File: config.mk
export PLATFORM = sky130hd
export DESIGN_NAME = r2ca_ctrl
export DESIGN_NICKNAME = d
export VERILOG_FILES = /design/src/hw/rtl/r2ca_pkg.sv /design/src/hw/rtl/r2ca_ctrl.sv
export SDC_FILE = /design/constraint.sdc
export NUM_CORES = 1
export LEC_CHECK = 0
export ABC_AREA = 1
export BUFFER_PORTS_ARGS = -buffer_cell sky130_fd_sc_hd__buf_2
export CAP_MARGIN = 10
export CORE_AREA = 2 2 39 41
export DETAILED_ROUTE_END_ITERATION = 10
export DIE_AREA = 0 0 41 43
export PLACE_DENSITY = 0.48
export SLEW_MARGIN = 10
export SYNTH_ARGS = -nofsm -noshare
export SYNTH_HDL_FRONTEND = slang
export SYNTH_SLANG_ARGS = --single-unit
File: constraint.sdc
create_clock -name clk_i -period 2.3 [get_ports clk_i]
set_input_delay 0.115 -clock clk_i [delete_from_list [all_inputs] [get_ports clk_i]]
set_output_delay 0.115 -clock clk_i [all_outputs]
set_load 0.02 [all_outputs]
File: src/hw/rtl/r2ca_pkg.sv
package r2ca_pkg;

  // Row geometry
  localparam int unsigned CellCount  = 512;
  localparam int unsigned LoadOffset = 64;
  localparam int unsigned IdxW       = $clog2(CellCount);
  localparam int unsigned PtrMax     = (CellCount > LoadOffset) ? CellCount : LoadOffset;
  localparam int unsigned PtrW       = $clog2(PtrMax + 1);

  // Rule window and configuration
  localparam int unsigned WinW     = 5;
  localparam int unsigned RuleW    = 32;
  localparam int unsigned GenW     = 8;
  localparam int unsigned GenReset = 20;
  localparam int unsigned CfgIdxW  = 1;

  // Result arithmetic: accumulator is wide enough for the full index sum
  localparam int unsigned SumW = 18;
  localparam int unsigned AccW = 2 * PtrW + 2;
  localparam logic signed [AccW-1:0] SumMax = AccW'((1 <<< (SumW - 1)) - 1);
  localparam logic signed [AccW-1:0] SumMin = AccW'(-(1 <<< (SumW - 1)));

  // Stream word widths
  localparam int unsigned InDataW  = 8;
  localparam int unsigned OutDataW = 24;

  typedef enum logic [CfgIdxW-1:0] {
    CFG_RULE_TABLE  = 1'b0,
    CFG_GENERATIONS = 1'b1
  } cfg_reg_e;

  typedef struct packed {
    logic load;   // write the accepted cell, advance the load pointer
    logic check;  // sample the row ends, arm the counters
    logic gen;    // run one generation
    logic sum;    // fold one cell into the sum, shift the row
    logic push;   // move the sum into the output register, clear the run
  } cmd_t;

  typedef struct packed {
    logic gens_zero;
    logic gen_last;
    logic sum_last;
    logic out_free;
  } sts_t;

endpackage

File: src/hw/rtl/r2ca_ctrl.sv
module r2ca_ctrl (
  input  logic           clk_i,
  input  logic           rst_ni,
  input  logic           in_valid_i,
  input  logic           in_last_i,
  output logic           in_ready_o,
  input  r2ca_pkg::sts_t sts_i,
  output r2ca_pkg::cmd_t cmd_o
);

  typedef enum logic [4:0] {
    ST_LOAD  = 5'b00001,
    ST_CHECK = 5'b00010,
    ST_GEN   = 5'b00100,
    ST_SUM   = 5'b01000,
    ST_PUSH  = 5'b10000
  } state_e;

  state_e state_q, state_d;
  logic   in_fire;

  assign in_ready_o = (state_q == ST_LOAD);
  assign in_fire    = in_valid_i && in_ready_o;

  always_comb begin
    state_d = state_q;
    cmd_o   = '0;
    case (state_q)
      ST_LOAD: begin
        cmd_o.load = in_fire;
        if (in_fire && in_last_i) state_d = ST_CHECK;
      end
      ST_CHECK: begin
        cmd_o.check = 1'b1;
        state_d     = sts_i.gens_zero ? ST_SUM : ST_GEN;
      end
      ST_GEN: begin
        cmd_o.gen = 1'b1;
        if (sts_i.gen_last) state_d = ST_SUM;
      end
      ST_SUM: begin
        cmd_o.sum = 1'b1;
        if (sts_i.sum_last) state_d = ST_PUSH;
      end
      ST_PUSH: begin
        cmd_o.push = sts_i.out_free;
        if (sts_i.out_free) state_d = ST_LOAD;
      end
      default: state_d = ST_LOAD;
    endcase
  end

  always_ff @(posedge clk_i or negedge rst_ni) begin
    if (!rst_ni) begin
      state_q <= ST_LOAD;
    end else begin
      state_q <= state_d;
    end
  end

endmodule

# [Word-level counts from Yosys, hierarchy flattened]
# Index checks and enable logic that the tools add are counted.
[totals] reg_bits=5 input_bits=8 output_inout_bits=6 elab_cells=24
[classes] n_eq_ne=9 muxes=11 n_reduce_logical=3
[op_table] cell="$pmux W5 S5" count=1
[op_table] cell="$mux W5" count=4
[op_table] cell="$ne A2 B2 Y1 const B" count=3
[op_table] cell="$eq A5 B1 Y1 const B" count=1
[op_table] cell="$eq A5 B2 Y1 const B" count=1
[op_table] cell="$eq A5 B3 Y1 const B" count=1
[op_table] cell="$eq A5 B4 Y1 const B" count=1
[op_table] cell="$eq A5 B5 Y1 const B" count=1
[op_table] cell="$mux W1" count=5
[op_table] cell="$mux W4" count=1
[op_table] cell="$reduce_and A4 Y1" count=1
[op_table] cell="$logic_and A1 B1 Y1" count=2
[op_table] cell="$ne A2 B1 Y1 const B" count=1

# [Longest topological paths before layout]
[logic_depth] depth_word=5 ltp_mapped=7 ltp_nobuf=7

# [Worst setup path before layout]
# Ideal clock, no wire load.
[synth_timing] path_kind="reg-to-output" from="register state_q[0]" to="output port cmd_o[4] in the netlist's numbering" t_arrival_ns=1.094 slack_ns=1.091 path_stages_with_launch=5 n_path_buf=0 path_cell_list="dfstp_2 inv_1 nor2_1 nand3_1 nor2_1"
[synth_rtl] element="start, declared" line="r2ca_ctrl.sv:19" text="state_e state_q, state_d;"
[synth_rtl] element="start signal, assigned" line="r2ca_ctrl.sv:57" text="state_q <= state_d;"
[synth_rtl] element="end, declared" line="r2ca_ctrl.sv:8" text="output r2ca_pkg::cmd_t cmd_o"

==> out/metrics.csv <==
metric,value,unit
hpwlAfterDp,596,um
grtUsageTotal,0.0938,
tightest_slew,229,ps
syn_area_per_cell,6.57,um2
regMostFlops,state_q,
grt_start_max_net_pins,8,
core,0.00138,mm2
slowest_delay,520,ps
rsz0062_at_grt,false,
outcome,completed,
relSlewSlack,0.847,
r2r-end,state_q[3]$_DFFE_PN0P_,
final_area,449,um2
min_period_over_period,0.627,
cts_sinks,5,
clock_path_buffers,2,
irDropWorstVdd,0.519,mV
die_y,43,um
largest_reg_flops,5,
critPathSlowestCell,dfstp_2,
p_int,280,uW
synthesis.area,335,um2
netSwitchingPower,238,uW
finalWirelength,705,um
via_per_inst,4.12,
crit_path_max_fanout,4,
gp_congestion,0.781,
hold_path_class,primary input to flip-flop,
antenna_cells,0,
worstHoldPathCells,2,
worstPathRequired,2180,ps
power.static_leakage,0.300,nW
antenna_found_initial,0,
p_per_area,1150,mW/mm2
die_x,41,um
postRouteAntennaNets,0,
placementRows,14,
drive_gt1_frac,0.309,
timing.fmax,0.694,GHz
insertion_delay,240,ps
clk_pin_slew,40,ps
grt_pass1_wl,972,um
n_fill_cell,152,
hold_viol_final,0,
ys_seq_area_frac,0.377,
nNetsFinal,77,
syn_nets,59,
cp.arrival,1330,ps
drc,0,
timing.reg2reg.setup_slack,1110,ps
ys_seq_elements,5,
drtIter0Drc,9,
initial_utilization,0.242,
yosys_warnings,0,
synth_cell_types,13,
dp.cells,79,
routedWlPerCell,8.39,um
cts_buffers,3,
cts-root-buf,clkbuf_4,
die_area,0.00176,mm2
cts_tree,yes,
startpoint,state_q[0]$_DFFE_PN1P_,
fin_setup_tns,0,ps
reg2reg_from,state_q[0]$_DFFE_PN1P_,
p_comb_frac,0.524,
io_pins,14,
path_class,flip-flop to output port,
post_synth_inst_count,51,
hp-start,sts_i[3],
setup.worst_path.end_class,output port,
top_regs,state_q x5,
skew,0.948,ps
vias,346,
area.growth.synth_to_final,34.0,%
port_buffers,13,
reg2regPathDepth,7,
layout_common_cells,"13 x nand2_1, 13 x buf_2, 11 x inv_1",
htreeDepth,1,
hold_end,state_q[2]$_DFFE_PN0P_,
min_period,1440,ps
p_clk_frac,0.191,
placed_area,413,um2
grt_pass1_vias,241,
cp-start-kind,flip-flop,
final_cells,84,
postLayoutCoreUtil,0.325,
firstDrtPassIters,5,
crit_chain,inv_1 > nor2_1 > nand3_1 > nor2_1 > buf_2,
final-setup-viol-count,0,
slew_viol_final,0,
grt_remaining_overflow,0,
maxCapViolations,0,
swShare,0.460,
power.share.sequential,0.285,
crit_path_frequent_cell,nor2_1,
-- worst max-delay path by stage --
stage | cells past startpoint | to | slack, ps
floorplan | 4 | cmd_o[4] | 1090
global placement | 7 | state_q[3]$_DFFE_PN0P_ | 1100
detailed placement | 7 | state_q[3]$_DFFE_PN0P_ | 1100
CTS | 5 | cmd_o[4] | 840
global route | 5 | cmd_o[4] | 720
finish | 5 | cmd_o[4] | 860
-- cells by family after synthesis --
family	count (synthesis)	share of synthesized area
AND/OR/NAND/NOR	32	0.451
buffers and inverters	13	0.157
flip-flops	5	0.377
AO/OA/AOI/OAI	1	0.0149
-- what timing repair did --
action,4_1_cts,5_1_grt
hold buffers,1,0
gates resized for setup,0,0
endpoints found under the hold margin,5,0
buffers inserted,0,0
-- cells in the mapped netlist --
| library cell | count | area (um2) |
|---|---|---|
| buf_4 | 1 | 7.51 |
| dfrtp_1 | 4 | 100 |
| dfstp_2 | 1 | 26.3 |
| inv_1 | 11 | 41.3 |
| inv_2 | 1 | 3.75 |
| nand2_1 | 13 | 48.8 |
| nand3_1 | 4 | 20.0 |
| nand4_1 | 5 | 31.3 |
| nor2_1 | 6 | 22.5 |
| nor2_2 | 2 | 12.5 |
| nor2_4 | 1 | 11.3 |
| nor3_1 | 1 | 5.00 |
| o21ai_0 | 1 | 5.00 |
-- per-stage QoR --
step / setup slack [ps] / total power [mW] / hold slack (ps)
2_1_floorplan: 1090 / 0.354 / -181
3_3_place_gp: 1100 / 0.424 / -66.6
3_5_place_dp: 1100 / 0.424 / -67.2
4_1_cts: 839 / 0.530 / 97.1
5_1_grt: 716 / 0.571 / 106
6_report: 858 / 0.518 / 94.9
-- critical path: cells and delay by family, from the launching register on --
kind          cells  cell delay [ps]
flops             1              520
buf+inv           2              210
simple gates      3              360
-- power by group through the flow --
stage,combinational [mW],clock [mW],sequential [mW]
2_1_floorplan,0.207,0,0.146
3_5_place_dp,0.275,0,0.150
4_1_cts,0.278,0.104,0.148
6_report,0.271,0.0990,0.148
3_3_place_gp,0.276,0,0.149
5_1_grt,0.308,0.113,0.150
-- cell type report --
type                            count  area (um2)  area share
Multi-Input combinational cell     33         156       0.348
Clock buffer                        4        26.3      0.0585
Tap cell                           16        20.0      0.0446
Sequential cell                     5         126       0.281
Timing Repair Buffer               14        75.1       0.167
Inverter                           12        45.0       0.100
-- per-layer routing --
layer | part of all wire | global-route usage | vias up
met5 | 0 | 0 | -
met4 | 0 | 0.0200 | 0
met3 | 0.077 | 0.0942 | 0
met2 | 0.41 | 0.109 | 11
met1 | 0.51 | 0.121 | 142
li1 | - | - | 193
(Power assumes the default switching activity.)
